===== src/hw/rtl/cgsd_pkg.sv =====
// Types, constants and the glyph font shared by the serial glyph driver.
`timescale 1ns / 1ps
`default_nettype none
package cgsd_pkg;

  localparam int unsigned BitsPerColumn   = 8;
  localparam int unsigned FontColumns     = 5;
  localparam int unsigned FontBits        = FontColumns * BitsPerColumn;
  localparam int unsigned ColumnsPerGlyph = 5;
  localparam int unsigned QueueDepth      = 2;
  localparam int unsigned OpWidth         = 2;
  localparam int unsigned KindWidth       = 2;
  localparam int unsigned CharWidth       = 8;

  typedef enum logic [OpWidth-1:0] {
    OpOpen  = 2'd0,
    OpChar  = 2'd1,
    OpClose = 2'd2
  } cgsd_op_e;

  typedef enum logic [KindWidth-1:0] {
    KindBit   = 2'd0,
    KindStart = 2'd1,
    KindEnd   = 2'd2
  } cgsd_kind_e;

  localparam logic [FontBits-1:0] GlyphX = 40'h6314081463;

  // Column 0 in the top byte, each column MSB first.
  function automatic logic [FontBits-1:0] font_lookup(input logic [CharWidth-1:0] code);
    logic [FontBits-1:0] g;
    unique case (code)
      8'h20:   g = 40'h0000000000;
      8'h41:   g = 40'h7E0909097E;
      8'h42:   g = 40'h7F49494976;
      8'h43:   g = 40'h3E41414122;
      8'h44:   g = 40'h7F4141417E;
      8'h45:   g = 40'h7F49494941;
      8'h46:   g = 40'h7F09090901;
      8'h47:   g = 40'h7E41494939;
      8'h48:   g = 40'h7F0808087F;
      8'h49:   g = 40'h00417F4100;
      8'h4A:   g = 40'h002040407F;
      8'h4B:   g = 40'h7F08142241;
      8'h4C:   g = 40'h7F40404040;
      8'h4D:   g = 40'h7F0204027F;
      8'h4E:   g = 40'h7F0408107F;
      8'h4F:   g = 40'h3E4141413E;
      8'h50:   g = 40'h7F09090907;
      8'h51:   g = 40'h3E4151617E;
      8'h52:   g = 40'h7F09192946;
      8'h53:   g = 40'h4F49494979;
      8'h54:   g = 40'h01017F0101;
      8'h55:   g = 40'h3F4040403F;
      8'h56:   g = 40'h1F2040201F;
      8'h57:   g = 40'h3F4030403F;
      8'h59:   g = 40'h070878080F & 40'hFFFFFFFFF7;
      8'h5A:   g = 40'h6151494543;
      8'h30:   g = 40'h3E4141413E;
      8'h31:   g = 40'h000004027F;
      8'h32:   g = 40'h4661514946;
      8'h33:   g = 40'h2241494936;
      8'h34:   g = 40'h1814127F10;
      8'h35:   g = 40'h2745454539;
      8'h36:   g = 40'h3E49494932;
      8'h37:   g = 40'h0101790503;
      8'h38:   g = 40'h3649494936;
      8'h39:   g = 40'h064949493E;
      8'h3D:   g = 40'h2424242424;
      8'h2E:   g = 40'h0060600000;
      8'h3A:   g = 40'h0066660000;
      8'h3E:   g = 40'h0041221408;
      8'h3C:   g = 40'h0814224100;
      8'h2F:   g = 40'h2010080402;
      8'h21:   g = 40'h00005F0000;
      8'h7C:   g = 40'h00007F0000;
      default: g = GlyphX;
    endcase
    return g;
  endfunction

endpackage
`default_nettype wire


===== src/hw/rtl/cgsd_queue.sv =====
// Short register queue between the front end and the shift engine.
`timescale 1ns / 1ps
`default_nettype none
module cgsd_queue #(
  parameter int unsigned Width = 8,
  parameter int unsigned Depth = cgsd_pkg::QueueDepth
) (
  input  logic             clk_i,
  input  logic             rst_ni,
  input  logic             push_i,
  input  logic [Width-1:0] data_i,
  output logic             full_o,
  input  logic             pop_i,
  output logic             valid_o,
  output logic [Width-1:0] data_o
);

  localparam int unsigned PtrW = (Depth > 1) ? $clog2(Depth) : 1;
  localparam int unsigned CntW = $clog2(Depth + 1);

  logic [Width-1:0] mem_q [Depth];
  logic [PtrW-1:0]  wr_ptr_q, wr_ptr_d, rd_ptr_q, rd_ptr_d;
  logic [CntW-1:0]  cnt_q, cnt_d;
  logic             do_push, do_pop;

  assign full_o  = (cnt_q == CntW'(Depth));
  assign valid_o = (cnt_q != '0);
  assign data_o  = mem_q[rd_ptr_q];
  assign do_push = push_i && !full_o;
  assign do_pop  = pop_i && valid_o;

  always_comb begin
    wr_ptr_d = wr_ptr_q;
    rd_ptr_d = rd_ptr_q;
    cnt_d    = cnt_q;
    if (do_push) begin
      wr_ptr_d = (wr_ptr_q == PtrW'(Depth - 1)) ? '0 : wr_ptr_q + 1'b1;
    end
    if (do_pop) begin
      rd_ptr_d = (rd_ptr_q == PtrW'(Depth - 1)) ? '0 : rd_ptr_q + 1'b1;
    end
    if (do_push && !do_pop) begin
      cnt_d = cnt_q + 1'b1;
    end else if (do_pop && !do_push) begin
      cnt_d = cnt_q - 1'b1;
    end
  end

  always_ff @(posedge clk_i or negedge rst_ni) begin
    if (!rst_ni) begin
      wr_ptr_q <= '0;
      rd_ptr_q <= '0;
      cnt_q    <= '0;
    end else begin
      wr_ptr_q <= wr_ptr_d;
      rd_ptr_q <= rd_ptr_d;
      cnt_q    <= cnt_d;
    end
  end

  always_ff @(posedge clk_i) begin
    if (do_push) begin
      mem_q[wr_ptr_q] <= data_i;
    end
  end

endmodule
`default_nettype wire


===== config.mk =====
export PLATFORM = sky130hd
export DESIGN_NAME = cgsd_queue
export DESIGN_NICKNAME = d
export VERILOG_FILES = /design/src/hw/rtl/cgsd_pkg.sv /design/src/hw/rtl/cgsd_queue.sv
export SDC_FILE = /design/constraint.sdc
export NUM_CORES = 1
export LEC_CHECK = 0
export ABC_AREA = 1
export BUFFER_PORTS_ARGS = -buffer_cell sky130_fd_sc_hd__buf_2
export CORE_AREA = 2 2 56 58
export CTS_CLUSTER_DIAMETER = 60
export DETAILED_ROUTE_END_ITERATION = 12
export DIE_AREA = 0 0 58 60
export GPL_ROUTABILITY_DRIVEN = 0
export PLACE_DENSITY = 0.52
export SLEW_MARGIN = 0
export SYNTH_ARGS = -nofsm -noshare
export SYNTH_HDL_FRONTEND = slang
export SYNTH_SLANG_ARGS = --single-unit

===== constraint.sdc =====
create_clock -name clk_i -period 2.3 [get_ports clk_i]
set_input_delay 0.46 -clock clk_i [delete_from_list [all_inputs] [get_ports clk_i]]
set_output_delay 0.46 -clock clk_i [all_outputs]
set_load 0.05 [all_outputs]

After elaboration in Yosys (flattened, before gate mapping)
Memory sizes are Yosys's and may differ from the RTL's.
Index checks and enable logic that the tools add are counted.
Cells by class
  add/subtract/negate cells: 4
  equality and inequality tests: 1
  muxes and demuxes: 6
  reduce and logical (&&, ||, !) cells: 9
Operators with widths (count)
  $logic_and 1x1->1: 4
  $mux 1: 4
  $mux 2: 2
  $reduce_bool 2->1: 2
  $logic_not 1->1: 3
  $add 1x1->1 const B: 2
  $add 2x1->2 const B: 1
  $eq 2x2->1 const B: 1
  $sub 2x1->2 const B: 1
Word-level totals
  register bits after elaboration: 4
  RAM bits: 16
  output and inout bits: 10
  word-level logic and storage cells: 24
  memories: 1
Memories
  mem_q: words 2, bits a word 8, rd ports 1, clocked after memory_dff 0, write ports 1, line cgsd_queue.sv:21  | logic [Width-1:0] mem_q [Depth];

Depth between registers and ports, before layout
  depth in word-level cells: 7
  gate-level depth with buffers: 9

Worst setup path after synthesis
No wires, ideal clock.
  kind: register to register
  from: register cnt_q[0]
  to: register cnt_q[1]
  library setup time: 117 ps
  arrival: 1526 ps
  data required time: 2183 ps
  setup slack: 657 ps
  cell stages (with the launch flop): 8
  buffers on the path: 0
  clock period less this slack: 1643 ps
  path through: dfrtp_1 -> nor2_2 -> nor2_4 -> ha_1 -> inv_1 -> nand3_1 -> nand2_1 -> nand2_1
On the way
  word-level cells in the longest chain between the ends: 6
  elaborated cells on any way between the ends: 14
  classes of those cells: add/sub: 2; eq/ne: 1; mux: 2; reduce/logical: 9
Ends and longest elaborated chain
  start, declared: line cgsd_queue.sv:23  | logic [CntW-1:0] cnt_q, cnt_d;
  start signal, assigned: line cgsd_queue.sv:57  | cnt_q <= cnt_d;
  $eq 2x2->1 *: line cgsd_queue.sv:26  | assign full_o = (cnt_q == CntW'(Depth));
  net full_o: line cgsd_queue.sv:12  | output logic full_o,
  $logic_not 1->1 *: line cgsd_queue.sv:29  | assign do_push = push_i && !full_o;
  $logic_and 1x1->1 *: line cgsd_queue.sv:29
  $logic_not 1->1: line cgsd_queue.sv:44  | end else if (do_pop && !do_push) begin
  $logic_and 1x1->1: line cgsd_queue.sv:44
  $reduce_bool 2->1 (no line)
Mark *: on every way through the listed nets, which the timed path passes. The rest lies on a longest branch. The select of a mux whose other input is x is not followed.
A chain may end at the register's enable or synchronous reset.

Worst setup path in the final report
  from: register rd_ptr_q
  to: output port data_o[7]
On the way
  word-level cells in the longest chain between the ends: 1
Ends and longest elaborated chain
  start, declared: line cgsd_queue.sv:22  | logic [PtrW-1:0] wr_ptr_q, wr_ptr_d, rd_ptr_q, rd_ptr_d;
  start signal, assigned: line cgsd_queue.sv:56  | rd_ptr_q <= rd_ptr_d;
  $mem_v2 2x8
  end, declared: line cgsd_queue.sv:15  | output logic [Width-1:0] data_o
No other way between the ends.

==> impl_metrics.tcl <==
set metrics [dict create \
    worst_path_dominant_cell_family "flip-flops" \
    min_path_type "in2reg" \
    cts-resized-gates 0 \
    critical_path.max_fanout 10 \
    tritoncts "done" \
    relative_slew_slack_pct 73.3 \
    critPathKind "reg2out" \
    switchingPower_w 0.000721 \
    max_clock_freq_mhz 539 \
    whs_endpoint "mem_q[0][6]" \
    cts_h_tree_depth 1 \
    regToRegEndpoint "mem_q[1][7]" \
    total_power_w 0.00157 \
    synth-seq-cells 20 \
    clk-insertion-delay-late_ns 0.30 \
    critical_path.reg2reg.startpoint "cnt_q[1]" \
    grt_pass1_wl_um 2250 \
    slew_viol_final 0 \
    whs_ns 0.339 \
    cts-buffers-inserted 3 \
    dp_worst_setup_slack_ns 0.749 \
    powerDensity_mw_per_mm2 1530 \
    starting_density_of_the_core_pct 28.7 \
    setup-tns-final_ns 0 \
    tightest_slew_ns 0.399 \
    regArea_um2 581 \
    critical-path-slowest-cell "dfrtp_1" \
    synth_compound_gate_area_share_pct 0.601 \
    setup.reg_to_reg.worst_slack_ns 0.86 \
    track_usage_pct 9.26 \
    detailed_place_hpwl_um 1070 \
    crit_path_cell_trace "inv_2 -> nand2_1 -> nand2_1 -> buf_2" \
    syn_avg_cell_area_um2 11.4 \
    vias_per_cell 4.11 \
    worst_path_largest_cell_delay_ns 0.51 \
    port_buffers 21 \
    grt_setup_unrepaired "false" \
    pwr-share-seq_pct 35.7 \
    combinational_family_with_the_most_area_after_synthesis "simple AND/OR/NAND/NOR gates" \
    fill_cell_count 295 \
    buffers_inverters_on_critical_path 2 \
    avgRoutedWirePerCell_um 10.3 \
    yosysSeqAreaShare_pct 69.7 \
    hp-start "data_i[6]" \
    detailedRoute.firstPassIterationCount 4 \
    io_pins 22 \
    finalClockSkew_ns 0.0157 \
    crit_required_ns 1.84 \
    switching_share_of_power_pct 45.9 \
    hold_violations 0 \
    multi_input_area_um2 203 \
    totalWireLength_um 1360 \
    crit_path_end_kind "output port" \
    yosys.area_share.adder_pct 1.50 \
    peakVddDrop_uv 715 \
    floorplan.die_area_mm2 0.00348 \
    synth-xor-area-share_pct 1.05 \
    post_synthesis_instance_area_um2 833 \
    timing.critical_path.mode_cell "nand2_1" \
    finalSetupViolCount 0 \
    first_iter_violations 29 \
    cellInternalPower_w 0.000851 \
    core_box_area_mm2 0.00290 \
    layout_min_cycle_time_ns 1.86 \
    number_of_antenna_violations_at_the_first_check_in_global_routing 0 \
    critPathArrivalTime_ns 1.40 \
    syn-num-nets 86 \
    floorplan.die.height_um 60 \
    power.leakage_nw 0.484 \
    timing.reg2reg.worst_path_depth 4 \
    yosysUniqueCellTypes 15 \
    first_global_vias 487 \
    clk_pin_slew_ns 0.12 \
    setup_slack_ns 0.444 \
    stdcell_area_mm2 0.00103 \
    timing.hold.worst_path_depth 1 \
    clock_tree.root_cell "clkbuf_4" \
    antenna-diode-count 0 \
    grt_max_degree 13 \
    globalRoute.totalOverflow 0 \
    post_synth_and_or_nand_nor_area_fraction_pct 21.2 \
    pwr-share-comb_pct 46.4 \
    pwr-share-clk_pct 17.9 \
    final.period_utilization_pct 80.7 \
    detail_route.drc_violations 0 \
    detail-route-antenna-nets 0 \
    synth_warnings 0 \
    detailroute.via_count 542 \
    status "complete, no violations" \
    dpl_cell_area_um2 967 \
    start_kind "flop" \
    syn2layout_area_growth_pct 23.6 \
    finalNetCount 113 \
    syn_inst 73 \
    numClockSinks 20 \
    multiplexer_area_fraction_after_synthesis_pct 0 \
    cap_violations 0 \
    rows 20 \
    die_w_um 58 \
    number_of_buffers_between_clock_root_and_the_deepest_sink 2 \
    drive_gt1_share_pct 33.3 \
]
==> how the worst max path moves through the flow <==
| stage | start | endpoint | slack (ns) | cells after the start |
|---|---|---|---|---|
| after floorplan | cnt_q[0] | cnt_q[1] | 0.66 | 7 |
| after global placement | rd_ptr_q | data_o[5] | 0.77 | 4 |
| after detailed placement | rd_ptr_q | data_o[6] | 0.75 | 4 |
| after CTS | rd_ptr_q | data_o[6] | 0.40 | 4 |
| after global routing | rd_ptr_q | data_o[2] | 0.29 | 4 |
| final | rd_ptr_q | data_o[7] | 0.44 | 4 |
==> power by group through the flow <==
stage / registers [W] / logic (W) / clock network [W]
6_report: 0.000562 / 0.000729 / 0.000281
5_1_grt: 0.000578 / 0.000793 / 0.000310
4_1_cts: 0.000565 / 0.000742 / 0.000288
3_5_place_dp: 0.000574 / 0.000739 / 0
3_3_place_gp: 0.000572 / 0.000730 / 0
2_1_floorplan: 0.000547 / 0.000629 / 0
==> cell usage in the layout, fill, tap and decap left out, drive strengths merged <==
cell type	count
buf	22
bufinv	1
clkbuf	3
dfrtp	4
dlygate4sd3	1
edfxtp	16
ha	1
inv	8
nand2	35
nand3	2
nand4	1
nor2	3
o21ai	1
xnor2	1
==> layer usage <==
metal | global-route usage, % | up-vias | wire, µm
li1 | - | 287 | -
met1 | 11.2 | 240 | 602
met2 | 14.6 | 13 | 665
met3 | 4.33 | 2 | 82
met4 | 2.99 | 0 | 12
met5 | 0 | - | 0
==> cell usage after synthesis <==
cell type  instances  area share, %
nand2_1           32             14
edfxtp_1          16             58
inv_1              6            2.7
dfrtp_1            4             12
nand2_2            3            2.3
inv_2              2           0.90
nand3_1            2            1.2
buf_12             1            2.4
ha_1               1            1.5
nand4_1            1           0.75
nor2_1             1           0.45
nor2_2             1           0.75
nor2_4             1            1.4
o21ai_0            1           0.60
xnor2_1            1            1.1
==> logic make-up (layout without fill, tap and decap cells) <==
family / after synthesis / in the layout
simple gates: 41 / 41
fa+ha+maj: 1 / 1
xor+xnor: 1 / 1
flops: 20 / 20
compound gates: 1 / 1
buf+inv: 9 / 35
==> layout make-up <==
class	instances	area share [%]
Timing Repair Buffer	23	11.9
Clock buffer	3	2.19
Tap cell	33	4.01
Clock inverter	1	2.92
Multi-Input combinational cell	44	19.7
Sequential cell	20	56.4
Inverter	8	2.92
==> what timing repair did <==
item,4_1_cts,5_1_grt
hold endpoints to repair,4,0
setup endpoints to repair,0,0
setup buffers,0,0
hold buffers,1,0
==> state kept, by name, indices dropped and copies added, names as in the netlist <==
| register | flops |
|---|---|
| mem_q | 16 |
| wr_ptr_q | 1 |
| rd_ptr_q | 1 |
| cnt_q | 2 |
==> through the flow <==
step                std cells  utilization [%]
floorplan                  73                -
global placement          127             33.3
detailed placement        127             33.3
CTS                       132             35.5
global route              132             35.5
finish                    132             35.5
Note: power is estimated with default switching activity, not from simulation.
