--- src/hw/rtl/cgsd_pkg.sv ---
// Types, constants and the glyph font shared by the serial glyph driver.
`timescale 1ns / 1ps
`default_nettype none
package cgsd_pkg;

  localparam int unsigned BitsPerColumn   = 8;
  localparam int unsigned FontColumns     = 5;
  localparam int unsigned FontBits        = FontColumns * BitsPerColumn;
  localparam int unsigned ColumnsPerGlyph = 5;
  localparam int unsigned QueueDepth      = 2;
  localparam int unsigned OpWidth         = 2;
  localparam int unsigned KindWidth       = 2;
  localparam int unsigned CharWidth       = 8;

  typedef enum logic [OpWidth-1:0] {
    OpOpen  = 2'd0,
    OpChar  = 2'd1,
    OpClose = 2'd2
  } cgsd_op_e;

  typedef enum logic [KindWidth-1:0] {
    KindBit   = 2'd0,
    KindStart = 2'd1,
    KindEnd   = 2'd2
  } cgsd_kind_e;

  localparam logic [FontBits-1:0] GlyphX = 40'h6314081463;

  // Column 0 in the top byte, each column MSB first.
  function automatic logic [FontBits-1:0] font_lookup(input logic [CharWidth-1:0] code);
    logic [FontBits-1:0] g;
    unique case (code)
      8'h20:   g = 40'h0000000000;
      8'h41:   g = 40'h7E0909097E;
      8'h42:   g = 40'h7F49494976;
      8'h43:   g = 40'h3E41414122;
      8'h44:   g = 40'h7F4141417E;
      8'h45:   g = 40'h7F49494941;
      8'h46:   g = 40'h7F09090901;
      8'h47:   g = 40'h7E41494939;
      8'h48:   g = 40'h7F0808087F;
      8'h49:   g = 40'h00417F4100;
      8'h4A:   g = 40'h002040407F;
      8'h4B:   g = 40'h7F08142241;
      8'h4C:   g = 40'h7F40404040;
      8'h4D:   g = 40'h7F0204027F;
      8'h4E:   g = 40'h7F0408107F;
      8'h4F:   g = 40'h3E4141413E;
      8'h50:   g = 40'h7F09090907;
      8'h51:   g = 40'h3E4151617E;
      8'h52:   g = 40'h7F09192946;
      8'h53:   g = 40'h4F49494979;
      8'h54:   g = 40'h01017F0101;
      8'h55:   g = 40'h3F4040403F;
      8'h56:   g = 40'h1F2040201F;
      8'h57:   g = 40'h3F4030403F;
      8'h59:   g = 40'h070878080F & 40'hFFFFFFFFF7;
      8'h5A:   g = 40'h6151494543;
      8'h30:   g = 40'h3E4141413E;
      8'h31:   g = 40'h000004027F;
      8'h32:   g = 40'h4661514946;
      8'h33:   g = 40'h2241494936;
      8'h34:   g = 40'h1814127F10;
      8'h35:   g = 40'h2745454539;
      8'h36:   g = 40'h3E49494932;
      8'h37:   g = 40'h0101790503;
      8'h38:   g = 40'h3649494936;
      8'h39:   g = 40'h064949493E;
      8'h3D:   g = 40'h2424242424;
      8'h2E:   g = 40'h0060600000;
      8'h3A:   g = 40'h0066660000;
      8'h3E:   g = 40'h0041221408;
      8'h3C:   g = 40'h0814224100;
      8'h2F:   g = 40'h2010080402;
      8'h21:   g = 40'h00005F0000;
      8'h7C:   g = 40'h00007F0000;
      default: g = GlyphX;
    endcase
    return g;
  endfunction

endpackage
`default_nettype wire

--- src/hw/rtl/cgsd_if.sv ---
// Valid/ready channel interfaces for command items and serial result items.
`timescale 1ns / 1ps
`default_nettype none


interface cgsd_out_if;
  logic                             valid;
  logic                             ready;
  logic [cgsd_pkg::KindWidth-1:0]   kind;
  logic                             data_bit;
  logic                             register_select;
  logic                             last;

  modport source (output valid, output kind, output data_bit, output register_select,
                  output last, input ready);
  modport sink   (input valid, input kind, input data_bit, input register_select,
                  input last, output ready);
endinterface
`default_nettype wire

--- src/hw/rtl/cgsd_back.sv ---
// Back end: shifts glyph bits out and emits frame start and frame end items.
`timescale 1ns / 1ps
`default_nettype none
module cgsd_back #(
  parameter int unsigned GlyphBits = cgsd_pkg::FontBits
) (
  input  logic                                   clk_i,
  input  logic                                   rst_ni,
  input  logic                                   q_valid_i,
  input  logic [cgsd_pkg::OpWidth+GlyphBits-1:0] q_data_i,
  output logic                                   q_pop_o,
  cgsd_out_if.source                             out_o
);

  localparam int unsigned RemW = $clog2(GlyphBits);

  cgsd_pkg::cgsd_op_e          op;
  logic [GlyphBits-1:0]        glyph;
  logic                        out_load;

  logic                        vld_q, vld_d;
  cgsd_pkg::cgsd_kind_e        kind_q, kind_d;
  logic                        bit_q, bit_d;
  logic                        last_q, last_d;
  logic [GlyphBits-1:0]        shift_q, shift_d;
  logic [RemW-1:0]             rem_q, rem_d;

  assign op       = cgsd_pkg::cgsd_op_e'(q_data_i[cgsd_pkg::OpWidth+GlyphBits-1 -: cgsd_pkg::OpWidth]);
  assign glyph    = q_data_i[GlyphBits-1:0];
  assign out_load = !vld_q || out_o.ready;

  always_comb begin
    vld_d   = vld_q;
    kind_d  = kind_q;
    bit_d   = bit_q;
    last_d  = last_q;
    shift_d = shift_q;
    rem_d   = rem_q;
    q_pop_o = 1'b0;
    if (out_load) begin
      if (rem_q != '0) begin
        vld_d   = 1'b1;
        kind_d  = cgsd_pkg::KindBit;
        bit_d   = shift_q[GlyphBits-1];
        shift_d = shift_q << 1;
        rem_d   = rem_q - 1'b1;
        last_d  = (rem_q == RemW'(1));
      end else if (q_valid_i) begin
        q_pop_o = 1'b1;
        vld_d   = 1'b1;
        bit_d   = 1'b0;
        last_d  = 1'b1;
        unique case (op)
          cgsd_pkg::OpChar: begin
            kind_d  = cgsd_pkg::KindBit;
            bit_d   = glyph[GlyphBits-1];
            shift_d = glyph << 1;
            rem_d   = RemW'(GlyphBits - 1);
            last_d  = 1'b0;
          end
          cgsd_pkg::OpOpen:  kind_d = cgsd_pkg::KindStart;
          cgsd_pkg::OpClose: kind_d = cgsd_pkg::KindEnd;
          default:           vld_d  = 1'b0;
        endcase
      end else begin
        vld_d = 1'b0;
      end
    end
  end

  always_ff @(posedge clk_i or negedge rst_ni) begin
    if (!rst_ni) begin
      vld_q <= 1'b0;
      rem_q <= '0;
    end else begin
      vld_q <= vld_d;
      rem_q <= rem_d;
    end
  end

  always_ff @(posedge clk_i) begin
    kind_q  <= kind_d;
    bit_q   <= bit_d;
    last_q  <= last_d;
    shift_q <= shift_d;
  end

  assign out_o.valid           = vld_q;
  assign out_o.kind            = kind_q;
  assign out_o.data_bit        = bit_q;
  assign out_o.register_select = 1'b0;
  assign out_o.last            = last_q;

endmodule
`default_nettype wire

--- src/flat_wrapper.sv ---
// flat-port wrapper written by rule: the top's interface ports become plain ports
module cgsd_back_flat 
#(
  parameter int unsigned GlyphBits = cgsd_pkg::FontBits
)
  (clk_i, rst_ni, q_valid_i, q_data_i, q_pop_o, out_o_valid, out_o_kind, out_o_data_bit, out_o_register_select, out_o_last, out_o_ready);
  cgsd_out_if out_o_i ();
  input  logic clk_i;
  input  logic rst_ni;
  input  logic q_valid_i;
  input  logic [cgsd_pkg::OpWidth+GlyphBits-1:0] q_data_i;
  output logic q_pop_o;
  output wire logic [$bits(out_o_i.valid)-1:0] out_o_valid;
  output wire logic [$bits(out_o_i.kind)-1:0] out_o_kind;
  output wire logic [$bits(out_o_i.data_bit)-1:0] out_o_data_bit;
  output wire logic [$bits(out_o_i.register_select)-1:0] out_o_register_select;
  output wire logic [$bits(out_o_i.last)-1:0] out_o_last;
  input wire logic [$bits(out_o_i.ready)-1:0] out_o_ready;
  assign out_o_valid = out_o_i.valid;
  assign out_o_kind = out_o_i.kind;
  assign out_o_data_bit = out_o_i.data_bit;
  assign out_o_register_select = out_o_i.register_select;
  assign out_o_last = out_o_i.last;
  assign out_o_i.ready = out_o_ready;
  cgsd_back #(.GlyphBits(GlyphBits)) u_core (.clk_i(clk_i), .rst_ni(rst_ni), .q_valid_i(q_valid_i), .q_data_i(q_data_i), .q_pop_o(q_pop_o), .out_o(out_o_i));
endmodule
--- config.mk ---
export PLATFORM = sky130hd
export DESIGN_NAME = cgsd_back_flat
export DESIGN_NICKNAME = d
export VERILOG_FILES = /design/src/hw/rtl/cgsd_pkg.sv /design/src/hw/rtl/cgsd_if.sv /design/src/hw/rtl/cgsd_back.sv /design/src/flat_wrapper.sv
export SDC_FILE = /design/constraint.sdc
export NUM_CORES = 1
export LEC_CHECK = 0
export ABC_AREA = 1
export BUFFER_PORTS_ARGS = -buffer_cell sky130_fd_sc_hd__buf_2
export CAP_MARGIN = 20
export CORE_ASPECT_RATIO = 0.6
export CORE_MARGIN = 2
export CORE_UTILIZATION = 55
export CTS_CLUSTER_DIAMETER = 40
export DETAILED_ROUTE_END_ITERATION = 10
export PLACE_DENSITY_LB_ADDON = 0.15
export SYNTH_ARGS = -nofsm -noshare
export SYNTH_HDL_FRONTEND = slang
export SYNTH_SLANG_ARGS = --single-unit
export TNS_END_PERCENT = 20
--- constraint.sdc ---
create_clock -name clk_i -period 7.3 [get_ports clk_i]
set_input_delay 1.46 -clock clk_i [delete_from_list [all_inputs] [get_ports clk_i]]
set_output_delay 1.46 -clock clk_i [all_outputs]
set_load 0.005 [all_outputs]
=== Yosys cells after proc, flatten, opt, wreduce, memory -nomap -nowiden ===
Cells that the tools add are included.

* Output and inout port bits: 7
* Flip-flop bits (word level): 51
* Input bits: 46
* Word-level logic and storage cells: 42

* Add/subtract/negate cells: 1
* Equal/unequal tests: 3
* Multiplexer cells: 20
* Reductions and logical operators: 11

{| class="wikitable"
|+ Operators by type and width
! cell !! count
|-
| $mux W40 || 3
|-
| $mux W6 || 3
|-
| $mux W1 || 12
|-
| $eq A6 B1 Y1 const B || 1
|-
| $pmux W2 S3 || 1
|-
| $reduce_and A3 Y1 || 2
|-
| $reduce_bool A6 Y1 || 1
|-
| $sub A6 B1 Y6 const B || 1
|-
| $reduce_bool A2 Y1 || 2
|-
| $reduce_bool A4 Y1 || 1
|-
| $reduce_or A3 Y1 || 1
|-
| $eq A2 B1 Y1 const B || 1
|-
| $eq A2 B2 Y1 const B || 1
|-
| $logic_not A2 Y1 || 1
|-
| $mux W2 || 1
|-
| $reduce_and A2 Y1 || 1
|-
| $logic_not A1 Y1 || 1
|-
| $logic_or A1 B1 Y1 || 1
|}

=== Longest topological paths before layout ===
* Depth after elaboration: 5
* Mapped depth: 8
* Gate-level depth less buffers: 8

=== Worst setup path after synthesis ===
No wires, ideal clock.

* Path type: input to register
* Start: input port out_o_ready
* End: register u_core.shift_q[10] (enable)
* Path slack: 3,399 ps
* Library setup time: 437 ps
* Stages: 4
* Buffers on the path: 1
* Arrival: 3,464 ps
* Required time: 6,863 ps
* Cells stage by stage: or2_2 > buf_2 > nand2_1 > nor2_1

* Word-level cells in the longest chain between the ends: 2

{| class="wikitable"
|+ RTL lines
! item !! RTL line !! RTL
|-
| start: declaration || flat_wrapper.sv:18 || <nowiki>input wire logic [$bits(out_o_i.ready)-1:0] out_o_ready;</nowiki>
|-
| $logic_or A1 B1 Y1 || cgsd_back.sv:30 || <nowiki>assign out_load = !vld_q || out_o.ready;</nowiki>
|-
| $reduce_and A3 Y1 (no line) || - ||
|-
| end signal: assignment || cgsd_back.sv:85 || <nowiki>shift_q <= shift_d;</nowiki>
|-
| end: declaration || cgsd_back.sv:25 || <nowiki>logic [GlyphBits-1:0] shift_q, shift_d;</nowiki>
|}

Every way passes these cells.
A chain may end at the register's enable or synchronous reset.

=== Worst setup path after layout ===
* Start: register u_core.rem_q[0]
* End: output port q_pop_o

* Word-level cells in the longest chain between the ends: 3

{| class="wikitable"
|+ RTL lines
! item !! RTL line !! RTL
|-
| start: declaration || cgsd_back.sv:26 || <nowiki>logic [RemW-1:0] rem_q, rem_d;</nowiki>
|-
| start signal: assignment || cgsd_back.sv:77 || <nowiki>rem_q <= rem_d;</nowiki>
|-
| $reduce_bool A6 Y1 || cgsd_back.sv:41 || <nowiki>if (rem_q != '0) begin</nowiki>
|-
| $mux W1 || cgsd_back.sv:41 ||
|-
| $mux W1 || cgsd_back.sv:40 || <nowiki>if (out_load) begin</nowiki>
|-
| end: declaration || flat_wrapper.sv:12 || <nowiki>output logic q_pop_o;</nowiki>
|}

Every way passes these cells.

==> impl_metrics.toml <==
[floorplanning]
start_util = 0.569
die_x_um = 88.1
fp-row-count = 18
core_area_um2 = 4100
die_h_um = 54.4
io_pins = 53
die-area_um2 = 4790

[place]
gp_congestion = 0.909
dp_slack_ns = 3.61
io_buffers = 51
dp_hpwl_um = 2690

[worst_hold_path]
hp-class = "flop to flop"
holdCritStartpoint = "u_core.shift_q[38]"

[power_and_ir_drop]
p_comb_frac = 0.340
worst_ir_drop_vdd_mv = 0.172
switchingPower_uw = 369
intPower_uw = 695
power_density_nw_per_um2 = 393
swShare = 0.347
power.leakage_uw = 0.00130
power_frac_seq = 0.513
clock_power_share = 0.147

[detailed_routing]
routed_wl_um = 4090
drt_pass1_iterations = 4
ant_nets = 0
drt_iter0_drc = 108
drc = 0
vias = 1686
viasPerCell = 4.75
wl_per_cell_um = 11.5

[sta]
hold_violations = 0
finalCriticalPeriod_ns = 3.93
tightest_slew_ns = 0.923
clock_skew_ns = 0.00736
setup_ws_ns = 3.37
rsz0062_at_grt = "false"
fin_crit_sh = 0.538
max_slew_margin = 0.384
max_freq_mhz = 254
setup_viol = 0
fin_tns_setup_ns = 0
drv_slew = 0

[cells_and_area]
antenna_cells = 0
syn_to_final_growth_pct = 16.0
finalNetCount = 342
drive_above_1_share = 0.234

[yosys]
syn_inst = 246
syn-num-nets = 294
ys_top_cells_by_count = "nand2_1 (135), edfxtp_1 (43), inv_1 (11), dfrtp_1 (7), nor2_1 (7)"
ys_top_cells_by_area = "edfxtp_1 (55%), nand2_1 (22%), dfrtp_1 (7.5%), inv_1 (1.8%), buf_6 (1.4%)"
synth_warnings = 0
synth_seq_cells = 50
avgSynthCellArea_um2 = 9.48
synth.cell_area_um2 = 2330
synthArstFlopShare = 0.140
synth_flop_cell = "edfxtp_1"
synth_most_common_cell = "nand2_1"
yosysSeqAreaShare = 0.629
synth_top_area_share = 0.554
synth_area_leader_cell = "edfxtp_1"
synth_edf_count = 43
synth_cell_types = 25

[clock_network]
clock-sinks = 50
cts_tree = "done"
clk_pin_slew_worst_paths_ns = 0.09
numCtsBuffers = 5
ctsResizeCount = 0
ctsHoldBuffers = 0
cts_setup_buffers = 0
clk_latency_ns = 0.30
cts.path.max_buffers = 2
root_buffer = "clkbuf_8"
htreeDepth = 2

[global_routing]
grt_first_pass_wirelength_um = 6600
grt_pass1_vias = 1434
grt_overflow_total = 0
grt_max_degree = 51
grt_use_total = 0.187
antenna_found_initial = 0

[critical_path]
worstSetupPathType = "flop to output pin"
rr_startpoint = "u_core.rem_q[0]"
critPathLaunch = "u_core.rem_q[0]"
critPathLaunchType = "flop"
cp.arrival_ns = 2.47
rrSetupSlack_ns = 4.59
cp-end-kind = "output pin"
crit_required_ns = 5.84
cp_max_fo = 50

[job]
drv_cap = 0

[status]
status = "finished clean"
worst paths after layout:
| path | end | cells past startpoint |
|---|---|---|
| worst min-delay path | u_core.shift_q[39] | 2 |
| max in group asynchronous | u_core.rem_q[2] | 1 |
| worst min register to register | u_core.shift_q[39] | 2 |
| worst max register to register | u_core.shift_q[2] | 6 |
| min in group asynchronous | u_core.rem_q[3] | 1 |
| worst max-delay path | q_pop_o | 5 |
placed cells by master, fill, tap and decap left out:
cell        count
buf_16          1
o21ai_0         3
nor3_1          3
conb_1          1
buf_2          51
dfrtp_1         7
nand3_1         6
clkinvlp_4      1
xor2_1          1
nand2_2         2
edfxtp_1       43
clkinv_1        1
clkinv_2        1
clkbuf_8        5
a21oi_1         1
nand4_1         4
ha_1            2
nor2_1          6
nand3b_1        1
a21o_1          1
o21ai_2         1
nor2_4          3
inv_1          11
or2_2           2
nand2_1       135
nor2_2          1
nand3_2         1
power by group through the flow:
stage / logic, µW / clock network, µW / registers, µW
floorplan: 284 / 0 / 544
global placement: 349 / 0 / 547
detailed placement: 350 / 0 / 551
CTS: 354 / 160 / 547
global route: 429 / 170 / 559
finish: 361 / 156 / 546
worst max-delay path, cell delays in order, from the launching register on:
cell and delay (ns):
dfrtp_1 0.44, inv_1 0.16, ha_1 0.28, nand3_2 0.74, nor3_1 0.39, buf_2 0.16
stage by stage:
stage           util  cells  hold WS (ns)  instance area (µm²)  power [µW]
2_1_floorplan      -    246         0.464                 2330         828
3_3_place_gp   0.633    346         0.486                 2590         896
3_5_place_dp   0.633    346         0.493                 2590         901
4_1_cts        0.654    354         0.513                 2680        1060
5_1_grt        0.660    355         0.548                 2710        1160
6_report       0.660    355         0.512                 2710        1060
sequential cells by signal, indices dropped and copies added (netlist names):
signal	cells
u_core.out_o.kind	2
u_core.shift_q	39
u_core.out_o.last	1
u_core.rem_q	6
u_core.out_o.valid	1
u_core.out_o.data_bit	1
layer usage:
layer	routed length [µm]	track usage	vias to the layer above
li1	-	-	881
met1	2210	0.289	752
met2	1610	0.258	49
met3	225	0.0498	4
met4	41	0.0606	0
met5	0	0	-
area by class of cell:
| cell class | instances | area [µm²] |
|---|---|---|
| Tap cell | 60 | 75.1 |
| Inverter | 11 | 41.3 |
| Clock buffer | 5 | 68.8 |
| Timing Repair Buffer | 52 | 283 |
| Multi-Input combinational cell | 174 | 756 |
| Sequential cell | 50 | 1470 |
| Fill cell | 357 | 1390 |
| Clock inverter | 3 | 16.3 |
kinds of logic (layout without fill, tap and decap cells):
family                     count (synthesis)  count (layout)  synth area share
and+or+nand+nor                          164             164             0.289
adders and majority gates                  2               2            0.0107
other                                      1               1           0.00161
AOI/OAI and AO/OA                          6               6            0.0156
xor gates and xnor gates                   1               1           0.00376
DFF                                       50              50             0.629
buffers and inverters                     22              71            0.0504
No activity file was read; power rests on OpenSTA's default activity.
